[config.mk]
export PLATFORM = sky130hd
export DESIGN_NAME = counted_resource_grant_fifo
export DESIGN_NICKNAME = d
export VERILOG_FILES = /design/src/rtl/crgf_pkg.sv /design/src/rtl/counted_resource_grant_fifo.sv /design/src/rtl/crgf_wait_queue.sv
export SDC_FILE = /design/constraint.sdc
export NUM_CORES = 1
export LEC_CHECK = 0
export CORE_UTILIZATION = 45
export DETAILED_ROUTE_END_ITERATION = 6
export DONT_BUFFER_PORTS = 1
export PLACE_DENSITY = 0.63
export SLEW_MARGIN = 20
export SYNTH_ARGS = -nofsm -noshare
export SYNTH_HDL_FRONTEND = slang
export SYNTH_SLANG_ARGS = --single-unit
export TNS_END_PERCENT = 5
[constraint.sdc]
create_clock -name clk_i -period 9.4 [get_ports clk_i]
set_input_delay 1.41 -clock clk_i [delete_from_list [all_inputs] [get_ports clk_i]]
set_output_delay 1.41 -clock clk_i [all_outputs]
set_load 0.05 [all_outputs]
[src/rtl/crgf_pkg.sv]
// ----------------------------------------------------------------------------
// crgf_pkg: shared types and constants of the counted resource grant FIFO
// Item layouts, queue entry and status types, sequencer states and reset values.
// ----------------------------------------------------------------------------
package crgf_pkg;

  localparam int unsigned RequesterW   = 2;
  localparam int unsigned AmountW      = 8;
  localparam int unsigned WaitDepthDef = 16;

  localparam logic [AmountW-1:0] PoolReset = AmountW'(10);
  localparam logic [AmountW-1:0] CountMax  = {AmountW{1'b1}};

  typedef enum logic {
    KIND_GET = 1'b0,
    KIND_PUT = 1'b1
  } crgf_kind_e;

  typedef enum logic {
    STATUS_GRANT  = 1'b0,
    STATUS_REJECT = 1'b1
  } crgf_status_e;

  typedef struct packed {
    crgf_kind_e             kind;
    logic [RequesterW-1:0]  requester;
    logic [AmountW-1:0]     amount;
  } crgf_in_item_t;

  typedef struct packed {
    logic [RequesterW-1:0]  grant_to;
    crgf_status_e           status;
    logic                   last;
  } crgf_out_item_t;

  typedef struct packed {
    logic [RequesterW-1:0]  requester;
    logic [AmountW-1:0]     amount;
  } crgf_entry_t;

  typedef struct packed {
    logic empty;
    logic full;
  } crgf_q_status_t;

  typedef enum logic [2:0] {
    ST_IDLE,
    ST_GET,
    ST_PUT,
    ST_HEAD,
    ST_REL
  } crgf_state_e;

endpackage

[src/rtl/counted_resource_grant_fifo.sv]
// ----------------------------------------------------------------------------
// counted_resource_grant_fifo: counting semaphore with a FIFO wait queue
// Grants, queues or rejects gets and releases waiters in order on puts.
// ----------------------------------------------------------------------------
// An item is taken only while the block is idle. A get occupies it for the
// accept and one compare of the amount against the free count. A put takes
// the accept, one saturating add, and then, if anyone waits, a read step and
// a compare step per waiter looked at (the head of the wait queue comes from
// a memory with a registered read, so each waiter is read in ST_HEAD and then
// compared in ST_REL). One 9-bit adder does every add, subtract and fit
// compare in turn. A new item can be accepted while the previous result
// still sits in the output register, but the sequencer stalls when it has a
// further result and that register is full.
// Writing the configuration register loads the free count at once.
module counted_resource_grant_fifo
  import crgf_pkg::*;
#(
  parameter int unsigned WaitDepth = WaitDepthDef
) (
  input  logic               clk_i,
  input  logic               rst_ni,
  input  logic               in_valid_i,
  output logic               in_ready_o,
  input  crgf_in_item_t      in_item_i,
  output logic               out_valid_o,
  input  logic               out_ready_i,
  output crgf_out_item_t     out_item_o,
  input  logic               cfg_we_i,
  input  logic [AmountW-1:0] cfg_data_i
);

  crgf_state_e state_q, state_d;

  crgf_in_item_t         item_q, item_d;
  logic [AmountW-1:0]    free_q, free_d;
  logic                  out_valid_q, out_valid_d;
  crgf_out_item_t        out_item_q, out_item_d;
  logic                  pend_valid_q, pend_valid_d;
  logic [RequesterW-1:0] pend_who_q, pend_who_d;

  logic           q_push, q_pop;
  crgf_entry_t    q_push_entry;
  crgf_entry_t    q_head;
  crgf_q_status_t q_status;

  logic               in_accept;
  logic               can_emit;
  logic               alu_sub;
  logic [AmountW-1:0] alu_b;
  logic [AmountW:0]   alu_res;
  logic               fits;
  logic               head_fits;

  crgf_wait_queue #(
    .Depth(WaitDepth)
  ) u_wait_queue (
    .clk_i       (clk_i),
    .rst_ni      (rst_ni),
    .push_i      (q_push),
    .push_entry_i(q_push_entry),
    .pop_i       (q_pop),
    .head_o      (q_head),
    .status_o    (q_status)
  );

  assign in_ready_o = (state_q == ST_IDLE);
  assign in_accept  = in_valid_i && in_ready_o;
  assign can_emit   = !out_valid_q || out_ready_i;

  // Shared adder: free + b for puts, free - b otherwise. On a subtract the
  // carry out is set exactly when b fits into the free count.
  assign alu_sub = (state_q != ST_PUT);
  assign alu_b   = (state_q == ST_REL) ? q_head.amount : item_q.amount;
  assign alu_res = {1'b0, free_q} + {1'b0, (alu_sub ? ~alu_b : alu_b)}
                   + {{AmountW{1'b0}}, alu_sub};
  assign fits      = alu_res[AmountW];
  assign head_fits = !q_status.empty && fits;

  assign q_push_entry.requester = item_q.requester;
  assign q_push_entry.amount    = item_q.amount;

  // Next state.
  always_comb begin
    state_d = state_q;
    case (state_q)
      ST_IDLE: begin
        if (in_accept) begin
          state_d = (in_item_i.kind == KIND_GET) ? ST_GET : ST_PUT;
        end
      end
      ST_GET: begin
        if (fits || q_status.full) begin
          if (can_emit) begin
            state_d = ST_IDLE;
          end
        end else begin
          state_d = ST_IDLE;
        end
      end
      ST_PUT: begin
        state_d = q_status.empty ? ST_IDLE : ST_HEAD;
      end
      ST_HEAD: begin
        state_d = ST_REL;
      end
      ST_REL: begin
        if (!(pend_valid_q && !can_emit)) begin
          state_d = head_fits ? ST_HEAD : ST_IDLE;
        end
      end
      default: begin
        state_d = ST_IDLE;
      end
    endcase
  end

  // Datapath and outputs.
  always_comb begin
    item_d       = item_q;
    free_d       = free_q;
    out_valid_d  = out_valid_q && !out_ready_i;
    out_item_d   = out_item_q;
    pend_valid_d = pend_valid_q;
    pend_who_d   = pend_who_q;
    q_push       = 1'b0;
    q_pop        = 1'b0;
    case (state_q)
      ST_IDLE: begin
        if (in_accept) begin
          item_d = in_item_i;
        end
      end
      ST_GET: begin
        if (fits || q_status.full) begin
          if (can_emit) begin
            if (fits) begin
              free_d = alu_res[AmountW-1:0];
            end
            out_valid_d         = 1'b1;
            out_item_d.grant_to = item_q.requester;
            out_item_d.status   = fits ? STATUS_GRANT : STATUS_REJECT;
            out_item_d.last     = 1'b1;
          end
        end else begin
          q_push = 1'b1;
        end
      end
      ST_PUT: begin
        free_d       = alu_res[AmountW] ? CountMax : alu_res[AmountW-1:0];
        pend_valid_d = 1'b0;
      end
      ST_HEAD: begin
      end
      ST_REL: begin
        // A released waiter is held back one step so that the result can
        // carry last once it is known that the next waiter does not fit.
        if (!(pend_valid_q && !can_emit)) begin
          if (pend_valid_q) begin
            out_valid_d         = 1'b1;
            out_item_d.grant_to = pend_who_q;
            out_item_d.status   = STATUS_GRANT;
            out_item_d.last     = !head_fits;
          end
          if (head_fits) begin
            free_d       = alu_res[AmountW-1:0];
            q_pop        = 1'b1;
            pend_valid_d = 1'b1;
            pend_who_d   = q_head.requester;
          end else begin
            pend_valid_d = 1'b0;
          end
        end
      end
      default: begin
      end
    endcase
    if (cfg_we_i) begin
      free_d = cfg_data_i;
    end
  end

  always_ff @(posedge clk_i or negedge rst_ni) begin
    if (!rst_ni) begin
      state_q      <= ST_IDLE;
      free_q       <= PoolReset;
      out_valid_q  <= 1'b0;
      pend_valid_q <= 1'b0;
    end else begin
      state_q      <= state_d;
      free_q       <= free_d;
      out_valid_q  <= out_valid_d;
      pend_valid_q <= pend_valid_d;
    end
  end

  always_ff @(posedge clk_i) begin
    item_q     <= item_d;
    out_item_q <= out_item_d;
    pend_who_q <= pend_who_d;
  end

  assign out_valid_o = out_valid_q;
  assign out_item_o  = out_item_q;

  a_idle_no_pending: assert property (@(posedge clk_i) disable iff (!rst_ni)
    (state_q == ST_IDLE) |-> !pend_valid_q)
    else $error("pending release left over in idle");

  a_reject_only_get: assert property (@(posedge clk_i) disable iff (!rst_ni)
    (out_valid_d && (!out_valid_q || out_ready_i) && out_item_d.status == STATUS_REJECT)
    |-> (state_q == ST_GET && q_status.full))
    else $error("reject issued outside a get on a full queue");

  a_pop_only_release: assert property (@(posedge clk_i) disable iff (!rst_ni)
    q_pop |-> (state_q == ST_REL && head_fits))
    else $error("wait queue popped outside a release step");

  a_busy_after_accept: assert property (@(posedge clk_i) disable iff (!rst_ni)
    in_accept |=> !in_ready_o)
    else $error("ready stayed high after an item was taken");

endmodule

[src/rtl/crgf_wait_queue.sv]
// ----------------------------------------------------------------------------
// crgf_wait_queue: FIFO of waiting requests
// Ring memory with one write port at the tail and a registered read of the head.
// ----------------------------------------------------------------------------
module crgf_wait_queue
  import crgf_pkg::*;
#(
  parameter int unsigned Depth = WaitDepthDef
) (
  input  logic           clk_i,
  input  logic           rst_ni,
  input  logic           push_i,
  input  crgf_entry_t    push_entry_i,
  input  logic           pop_i,
  output crgf_entry_t    head_o,
  output crgf_q_status_t status_o
);

  localparam int unsigned IdxW = (Depth > 1) ? $clog2(Depth) : 1;
  localparam int unsigned CntW = $clog2(Depth + 1);
  localparam logic [IdxW-1:0] LastIdx = IdxW'(Depth - 1);
  localparam logic [CntW-1:0] FullCnt = CntW'(Depth);

  crgf_entry_t mem_q [Depth];
  crgf_entry_t rd_q;

  logic [IdxW-1:0] head_q, head_d;
  logic [IdxW-1:0] tail_q, tail_d;
  logic [CntW-1:0] count_q, count_d;

  always_comb begin
    head_d  = head_q;
    tail_d  = tail_q;
    count_d = count_q;
    if (push_i) begin
      tail_d = (tail_q == LastIdx) ? '0 : tail_q + IdxW'(1);
    end
    if (pop_i) begin
      head_d = (head_q == LastIdx) ? '0 : head_q + IdxW'(1);
    end
    if (push_i && !pop_i) begin
      count_d = count_q + CntW'(1);
    end else if (pop_i && !push_i) begin
      count_d = count_q - CntW'(1);
    end
  end

  always_ff @(posedge clk_i or negedge rst_ni) begin
    if (!rst_ni) begin
      head_q  <= '0;
      tail_q  <= '0;
      count_q <= '0;
    end else begin
      head_q  <= head_d;
      tail_q  <= tail_d;
      count_q <= count_d;
    end
  end

  // The head entry is read every cycle; after a pop the new head shows up
  // in the cycle after the pointer moves.
  always_ff @(posedge clk_i) begin
    if (push_i) begin
      mem_q[tail_q] <= push_entry_i;
    end
    rd_q <= mem_q[head_q];
  end

  assign head_o         = rd_q;
  assign status_o.empty = (count_q == '0);
  assign status_o.full  = (count_q == FullCnt);

  a_no_push_full: assert property (@(posedge clk_i) disable iff (!rst_ni)
    push_i |-> !status_o.full)
    else $error("wait queue pushed while full");

  a_no_pop_empty: assert property (@(posedge clk_i) disable iff (!rst_ni)
    pop_i |-> !status_o.empty)
    else $error("wait queue popped while empty");

  a_count_range: assert property (@(posedge clk_i) disable iff (!rst_ni)
    count_q <= FullCnt)
    else $error("wait queue count beyond depth");

  a_ptr_match: assert property (@(posedge clk_i) disable iff (!rst_ni)
    (status_o.empty || status_o.full) |-> (head_q == tail_q))
    else $error("wait queue pointers disagree with count");

endmodule
==> flow_summary.ini, run 1 <==
[run_status]
status = finished, final reports clean

[synthesis]
synth_top_family_by_area = compound AO/OA/AOI/OAI gates
synth_warnings = 0
synth_xor_area_share_pct = 1.138
netlist_area_mm2 = 0.009233
synthSimpleGateAreaFrac_pct = 6.410
synth_ff_type = edfxtp_1
syn_inst = 616
synth_edf_count = 176
synth_fa_ha_area_share_pct = 2.737
synth_mux_area_share_pct = 10.49
async_flop_share_pct = 12.26
synth.ff_latch_count = 212
yosysSeqAreaShare_pct = 66.49
yosys.cell_types.count = 68
synth.avg_cell_area_um2 = 14.99
synth-compound-area-share_pct = 10.64
syn_nets = 659

[floorplanning]
dieArea_mm2 = 0.02109
initial_utilization_pct = 45.78
die_x_um = 145.2
core_area_mm2 = 0.02017
ios = 30
fp-row-count = 52
die_h_um = 145.2

[clocking]
cts_root_buffer = clkbuf_16
clock_latency_ns = 0.51
numCtsBuffers = 22
ctsHoldBuffers = 0
cts_buffer_depth = 3
post_cts_resized = 0
post-cts-setup-buffers = 0
cts.sinks = 212
htree_num_levels = 1
cts.clk_slew.worst_paths_ns = 0.07
cts_tree = done

[setup_path]
reg2reg_slack_ns = 3.94
crit_path_end = u_wait_queue.count_q[4]
r2r-start = state_q[1]
crit_fanout = 29
arrival_ns = 5.84
crit_start = state_q[1]
required_ns = 9.78
critPathKind = flop to flop
regToRegEndpoint = u_wait_queue.count_q[4]
r2r_cells = 16
crit_path_end_kind = flop
worstSetupStartpointType = flop

[place]
portBuffers = 0
hpwl_mm = 12.54
post_dp_cell_area_mm2 = 0.009470
place_congestion = 0.8615

[cells_and_area]
regArea_mm2 = 0.006142
fill_cells = 1691
design_area_mm2 = 0.01015
drive_above_1_share_pct = 13.85
syn_to_final_growth_pct = 9.960
finalNetCount = 655
antennaDiodeCount = 0
layout_common_cells = edfxtp_1, nand2_1, mux2i_1, o21ai_0, a21oi_1
final_common_cell = edfxtp_1
multi_input_area_mm2 = 0.002914

[min_path]
min_path_type = flop to flop

[sta]
rsz0062_at_grt = no
setup_tns_ns = 0
setup_viol = 0
period_share_pct = 58.04
slew_headroom_pct = 33.34
tightest_slew_ns = 0.9954
fmax_mhz = 183.3
finalHoldViolCount = 0
skew_ns = 0.01666
fin_crit_ns = 5.456
final_max_slew_viol_count = 0

[run]
max_cap_violations = 0

[power]
power_w = 0.003321
power.density_mw_per_mm2 = 327.1
ir_drop_uv = 211.9
power_leakage_nw = 3.580

[route]
postRouteAntennaNets = 0
routed_wl_mm = 19.74
firstDrtPassIters = 5
drt-initial-drc-count = 458
post_drt_via_cell_ratio = 5.891
drc = 0
wl_per_cell_um = 21.99
vias = 5290

[global_routing]
antenna_found_initial = 0
grt_overflow_total = 0
grt_util_all_layers_pct = 18.87
grt_start_max_net_pins = 54
grt_first_pass_wirelength_mm = 30.06
grt_pass1_vias = 5209
==> worst max-delay path: stages (launching register included) <==
cell and delay, ns:
dfrtp_1 0.88, nand2b_1 0.43, mux2_2 0.38, o21ai_0 0.15
a21oi_1 0.10, fa_1 0.50, a211oi_2 0.37, o21ai_4 0.14
a221oi_2 0.83, ha_1 0.37, inv_1 0.13, ha_1 0.34
a21o_1 0.20, a21oi_1 0.18, xnor2_1 0.13, nor2_1 0.06
xor2_1 0.14
==> sequential cells by signal, summed over array words and instances, names as in the netlist <==
signal,count
u_wait_queue.count_q,5
u_wait_queue.head_q,4
u_wait_queue.tail_q,4
item_q,10
u_wait_queue.mem_q,160
pend_valid_q,1
u_wait_queue.head_o,10
free_q,8
out_item_o,4
pend_who_q,2
out_valid_o,1
state_q,3
==> synthesized netlist by cell type, types with 3 or more instances <==
| cell type | n | share of area [%] |
|---|---|---|
| xor2_1 | 4 | 0.38 |
| nor2b_1 | 4 | 0.27 |
| dfrtp_1 | 24 | 6.5 |
| and2_1 | 14 | 0.95 |
| o31ai_1 | 6 | 0.49 |
| nor3_1 | 3 | 0.16 |
| mux2i_1 | 36 | 3.9 |
| clkbuf_1 | 22 | 0.89 |
| and3_1 | 7 | 0.47 |
| nor2_1 | 11 | 0.45 |
| a22oi_1 | 10 | 0.81 |
| dfxtp_1 | 10 | 2.2 |
| o21ai_0 | 34 | 1.8 |
| o21ai_1 | 5 | 0.27 |
| edfxtp_1 | 176 | 57 |
| a21o_1 | 5 | 0.41 |
| buf_2 | 7 | 0.38 |
| mux2_2 | 13 | 1.6 |
| inv_1 | 11 | 0.45 |
| xnor2_1 | 8 | 0.76 |
| a21oi_1 | 33 | 1.8 |
| mux4_2 | 20 | 4.9 |
| a22o_1 | 7 | 0.66 |
| o211ai_1 | 3 | 0.24 |
| ha_1 | 17 | 2.3 |
| nand2_1 | 51 | 2.1 |
| nand2b_1 | 8 | 0.54 |
| a211oi_1 | 7 | 0.57 |
| nand3_1 | 3 | 0.16 |
| a221oi_1 | 10 | 0.95 |
==> kinds of logic after synthesis <==
group | Yosys count
AO/OA/AOI/OAI | 143
XOR/XNOR | 12
adder cells (fa/ha/maj) | 19
buffers and inverters | 44
flip-flops | 212
multiplexers | 70
AND/OR/NAND/NOR | 116
==> metal layers <==
| metal | wire, µm | global-route usage [%] |
|---|---|---|
| met2 | 9406 | 30.96 |
| met5 | 0 | 0 |
| met4 | 397 | 4.789 |
| met3 | 1025 | 2.893 |
| met1 | 8914 | 26.37 |
==> through the flow <==
stage / hold WS (ns) / std cells / util (%) / worst slack (ns)
after floorplan: 0.3855 / 616 / - / 5.087
after detailed placement: 0.4718 / 858 / 46.95 / 4.052
after CTS: 0.4788 / 898 / 50.33 / 4.020
final: 0.4555 / 898 / 50.33 / 3.944
after global placement: 0.4699 / 858 / 46.95 / 4.270
after global routing: 0.4845 / 898 / 50.33 / 3.510
==> where the power goes <==
group	total (W)	internal, W	leakage [nW]	switching, W
Combinational	0.00114	0.000483	1.26	0.000659
Sequential	0.00137	0.00119	1.99	0.000182
Clock	0.000811	0.000469	0.334	0.000342
==> worst min-delay path by stage <==
stage,end,from,slack (ns),depth (start not counted)
3_3_place_gp,pend_who_q[1],u_wait_queue.head_o[9],0.47,0
6_report,pend_who_q[1],u_wait_queue.head_o[9],0.46,0
2_1_floorplan,pend_who_q[0],u_wait_queue.head_o[8],0.39,0
3_5_place_dp,pend_who_q[1],u_wait_queue.head_o[9],0.47,0
4_1_cts,pend_who_q[1],u_wait_queue.head_o[9],0.48,0
5_1_grt,pend_who_q[1],u_wait_queue.head_o[9],0.48,0
==> layout make-up <==
class | instances | area share, %
inverters | 12 | 0.4560
clock buffers | 28 | 5.743
well taps | 270 | 3.328
multi-input cells | 360 | 28.70
clock inverters | 12 | 0.9736
flip-flops and latches | 212 | 60.50
repair buffers | 4 | 0.2958
(Power assumes the default switching activity.)
==> run 2, diff against run 1 <==
PLACE_DENSITY = 0.65   (was 0.63)
clock period = 5 ns   (was 9.4 ns; I/O delays follow)
==> run 2 against run 1 <==
  * Clock power increased by 94%
  * Sequential share of layout area decreased by 0.63 points
  * Global-route usage increased by 1.2 points
  * Wire length increased by 4.4%
  * Total power increased by 92%
  * Non-clock buffer count increased by 12
  * Critical endpoint unchanged
  * Largest cell class unchanged
==> flow_summary.ini, run 2 (synthesis results as in run 1) <==
[run_status]
status = finished, final reports clean

[route]
vias = 5300
post_drt_via_cell_ratio = 5.831
wl_per_cell_um = 22.68
postRouteAntennaNets = 0
firstDrtPassIters = 5
drt-initial-drc-count = 605
routed_wl_mm = 20.61
drc = 0

[global_routing]
grt_overflow_total = 0
grt_util_all_layers_pct = 20.03
grt_start_max_net_pins = 53
antenna_found_initial = 0
grt_pass1_vias = 5310
grt_first_pass_wirelength_mm = 32.16

[cells_and_area]
antennaDiodeCount = 0
drive_above_1_share_pct = 14.71
design_area_mm2 = 0.01026
fill_cells = 1687
layout_common_cells = edfxtp_1, nand2_1, mux2i_1, o21ai_0, a21oi_1
finalNetCount = 667
final_util_pct = 50.86
final_common_cell = edfxtp_1
syn_to_final_growth_pct = 11.11
largest_reg_flops = 160
max_flop_register = u_wait_queue.mem_q

[clocking]
cts.sinks = 212
htree_num_levels = 1
cts_buffer_depth = 3
cts_root_buffer = clkbuf_16
cts.clk_slew.worst_paths_ns = 0.06
numCtsBuffers = 22
cts_tree = done
clock_latency_ns = 0.51

[setup_path]
crit_fanout = 19
slowest_stage = dfrtp_1
required_ns = 5.38
worstSetupStartpointType = flop
crit_path_end_kind = flop
critPathKind = flop to flop
arrival_ns = 4.85
path_common_cell = ha_1
cp_cell_sequence = nand2b_1 > buf_4 > mux2_2 > o21ai_0 > a21oi_1 > ha_1 > o21ai_1 > o21ai_4 > nand3_2 > or3b_1 > ha_1 > inv_1 > ha_1 > a21o_1 > a21oi_1 > xnor2_1 > nor2_1 > xor2_1
cpPeakStageDelay_ns = 0.69

[sta]
setup_tns_ns = 0
slew_headroom_pct = 35.50
final_max_slew_viol_count = 0
tightest_slew_ns = 0.9631
fmax_mhz = 223.7
fin_crit_ns = 4.471
finalHoldViolCount = 0
setup_viol = 0
skew_ns = 0.02133
period_share_pct = 89.42
rsz0062_at_grt = no
whs_ns = 0.05891

[power]
power_leakage_nw = 3.639
pwr-share-seq_pct = 40.4
power_frac_comb_pct = 35.0
ir_drop_uv = 379.7
clkPwrFrac_pct = 24.6
netSwitchingFraction_pct = 36.07
power.density_mw_per_mm2 = 622.4
p_switching_w = 0.002303
intPower_w = 0.004082

[floorplanning]
ios = 30
dieArea_mm2 = 0.02109
die_h_um = 145.2
initial_utilization_pct = 45.78
core_area_mm2 = 0.02017
die_x_um = 145.2
fp-row-count = 52

[place]
post_dp_cell_area_mm2 = 0.009553
hpwl_mm = 13.03
place_congestion = 0.8294
portBuffers = 0

[run]
max_cap_violations = 0

[min_path]
min_path_type = input port to async pin
==> run 2: path summary, 6_finish.rpt <==
kind                                        start                       to  slack, ns  cells past startpoint
max                                    state_q[1]  u_wait_queue.count_q[4]       0.53                     18
min                                        rst_ni                free_q[2]       0.06                      1
max reg2reg                            state_q[1]  u_wait_queue.count_q[4]       0.53                     18
min reg2reg                u_wait_queue.head_o[9]            pend_who_q[1]       0.40                      0
max in group asynchronous                  rst_ni   u_wait_queue.head_q[0]       4.77                      1
min in group clk_i                       cfg_we_i                free_q[5]       0.33                      1
==> run 2: final cells by class <==
| class | count | area (µm²) | share of cell area (%) |
|---|---|---|---|
| Sequential cell | 212 | 6142 | 59.87 |
| Multi-Input combinational cell | 360 | 2914 | 28.41 |
| Clock buffer | 28 | 573.1 | 5.586 |
| Tap cell | 270 | 337.8 | 3.293 |
| Timing Repair Buffer | 16 | 132.6 | 1.293 |
| Clock inverter | 11 | 112.6 | 1.098 |
| Inverter | 12 | 46.29 | 0.4513 |
==> run 2: routing by layer <==
metal	wire length (µm)	global-route usage (%)
met1	9470	30.33
met3	1388	3.113
met4	484	5.632
met2	9267	30.00
met5	0	0
==> run 2: critical path, delay by kind of cell (launching register included) <==
kind	cells	cell delay, ns
DFF	1	0.69
xor gates and xnor gates	2	0.29
muxes	1	0.25
buffers and inverters	2	0.36
adders and majority gates	3	0.89
and+or+nand+nor	4	0.80
AOI/OAI and AO/OA	6	1.06
==> run 2: metrics by stage <==
stage,setup slack (ns),instances,total power (W)
global route,0.2097,909,0.006735
finish,0.5291,909,0.006385
detailed placement,0.6399,869,0.004818
floorplan,0.6872,616,0.004184
CTS,0.6176,909,0.006403
global placement,0.7925,869,0.004802
==> run 2: power groups by stage <==
stage	logic, W	clock network (W)	registers (W)
finish	0.00223	0.00157	0.00258
global route	0.00245	0.00167	0.00262
CTS	0.00223	0.00160	0.00258
detailed placement	0.00221	0	0.00261
global placement	0.00220	0	0.00260
floorplan	0.00176	0	0.00242
==> run 2: what timing repair did <==
action / in CTS / in global routing
hold buffers: 1 / 0
gates resized for setup: 0 / 0
buffers inserted: 0 / 0
endpoints found under the hold margin: 24 / 0
endpoints found under the setup margin: 0 / 0
==> run 3, diff against run 2 <==
REMOVE_ABC_BUFFERS = 1   (was not set)
==> run 3 against run 2 <==
  * Largest cell class unchanged
  * Worst hold slack lost 0.0093 ns
  * Non-clock buffer count shrank 4
  * Largest power group unchanged
  * Cell count shrank 0.22%
  * Critical path depth shrank 2
  * Die area is the same
  * Utilization shrank 0.15 points
  * Clock power shrank 3%
  * Critical endpoint unchanged
  * Register-to-register slack lost 0.09 ns
  * Sequential share of layout area grew 0.18 points
  * Maximum frequency shrank 2.1%
==> flow_summary.ini, run 3 (synthesis results as in run 1) <==
[floorplanning]
dieArea_mm2 = 0.02109
die_x_um = 145.2
fp-row-count = 52
core_area_mm2 = 0.02017
die_h_um = 145.2
ios = 30
initial_utilization_pct = 45.78

[route]
wl_per_cell_um = 22.18
postRouteAntennaNets = 0
vias = 5309
post_drt_via_cell_ratio = 5.853
firstDrtPassIters = 5
drc = 0
routed_wl_mm = 20.12
drt-initial-drc-count = 382

[setup_path]
critPathKind = flop to flop
crit_fanout = 15
cp_cell_sequence = nand2b_1 > mux2_2 > o21ai_0 > a21oi_1 > fa_1 > a211oi_2 > o21ai_4 > a221oi_2 > ha_1 > inv_1 > ha_1 > a21o_1 > a21oi_1 > xnor2_1 > nor2_1 > xor2_1
required_ns = 5.39
arrival_ns = 4.96
slowest_stage = dfrtp_1
critPathTopFamily = compound AO/OA/AOI/OAI gates
cpPeakStageDelay_ns = 0.61
worstSetupStartpointType = flop
worst-path-buf-inv = 1
crit_path_end_kind = flop

[clocking]
cts.sinks = 212
cts_tree = done
cts_buffer_depth = 3
cts.clk_slew.worst_paths_ns = 0.06
cts_root_buffer = clkbuf_16
ctsHoldBuffers = 1
htree_num_levels = 1
numCtsBuffers = 23
clock_latency_ns = 0.52
post-cts-setup-buffers = 0
post_cts_resized = 0

[power]
power_leakage_nw = 3.627
netSwitchingFraction_pct = 36.17
intPower_w = 0.004025
power_w = 0.006305
p_switching_w = 0.002280
power.density_mw_per_mm2 = 616.4
pwr-share-seq_pct = 41.3
clkPwrFrac_pct = 24.3
power_frac_comb_pct = 34.4
ir_drop_uv = 514.5

[place]
place_congestion = 0.8469
hpwl_mm = 13.03
portBuffers = 0

[sta]
tightest_slew_ns = 0.9790
period_share_pct = 91.30
skew_ns = 0.01953
setup_viol = 0
fmax_mhz = 219.1
whs_ns = 0.04962
rsz0062_at_grt = no
setup_tns_ns = 0
fin_crit_ns = 4.565
finalHoldViolCount = 0
slew_headroom_pct = 34.38
final_max_slew_viol_count = 0

[cells_and_area]
drive_above_1_share_pct = 15.23
max_flop_register = u_wait_queue.mem_q
syn_to_final_growth_pct = 10.79
final_common_cell = edfxtp_1
layout_common_cells = edfxtp_1, nand2_1, mux2i_1, o21ai_0, a21oi_1
fill_cells = 1722
finalNetCount = 664
largest_reg_flops = 160
antennaDiodeCount = 0

[global_routing]
grt_pass1_vias = 5245
antenna_found_initial = 0
grt_first_pass_wirelength_mm = 31.15
grt_start_max_net_pins = 45
grt_util_all_layers_pct = 19.77
grt_overflow_total = 0

[run]
max_cap_violations = 0

[run_status]
status = finished, final reports clean

[min_path]
min_path_type = input port to async pin
run 3: changes by cell type in the layout (fill, tap and decap cells not counted), sizes merged:
| cell | change |
|---|---|
| buf | -4 |
| bufinv | -2 |
| clkbuf | +1 |
| clkinvlp | +1 |
| inv | +2 |
run 3: per-layer routing:
layer  global-route usage (%)  routed length [µm]  vias up
met5                        0                   0        -
met4                    6.105                 421        0
met3                    2.893                1147       37
met2                    31.18                9532      169
met1                    28.41                9015     2695
li1                         -                   -     2408
run 3: path summary, 6_finish.rpt:
kind                                         from                      end  slack, ns  cells past startpoint
max reg2reg                            state_q[1]  u_wait_queue.count_q[4]       0.44                     16
max in group asynchronous                  rst_ni   u_wait_queue.head_q[0]       4.77                      1
min in group clk_i                       cfg_we_i                free_q[5]       0.32                      1
min                                        rst_ni  u_wait_queue.count_q[0]       0.05                      1
min reg2reg                u_wait_queue.head_o[8]            pend_who_q[0]       0.47                      0
max                                    state_q[1]  u_wait_queue.count_q[4]       0.44                     16
run 3: metrics by stage:
step / util, % / cell area, µm² / cells / setup slack [ns]
3_3_place_gp: 47.21 / 9523 / 865 / 0.6423
3_5_place_dp: 47.21 / 9523 / 865 / 0.5235
5_1_grt: 50.71 / 10230 / 907 / 0.1433
4_1_cts: 50.71 / 10230 / 907 / 0.5115
2_1_floorplan: - / 9085 / 584 / 0.3458
6_report: 50.71 / 10230 / 907 / 0.4351
run 3: area by class of cell:
type	instances	area, µm²	share of cell area, %
tap	270	337.8	3.303
clock buffer	29	608.1	5.945
timing repair buffer	12	102.6	1.003
sequential	212	6142	60.05
clock inverter	12	77.57	0.7584
inverter	12	46.29	0.4526
multi-input combinational	360	2914	28.49
run 3: power by group through the flow:
| stage | clock network [W] | registers, W | logic [W] |
|---|---|---|---|
| after floorplan | 0 | 0.00258 | 0.00158 |
| after global placement | 0 | 0.00263 | 0.00211 |
| after detailed placement | 0 | 0.00264 | 0.00214 |
| after CTS | 0.00156 | 0.00261 | 0.00216 |
| final | 0.00153 | 0.00261 | 0.00217 |
| after global routing | 0.00163 | 0.00264 | 0.00240 |
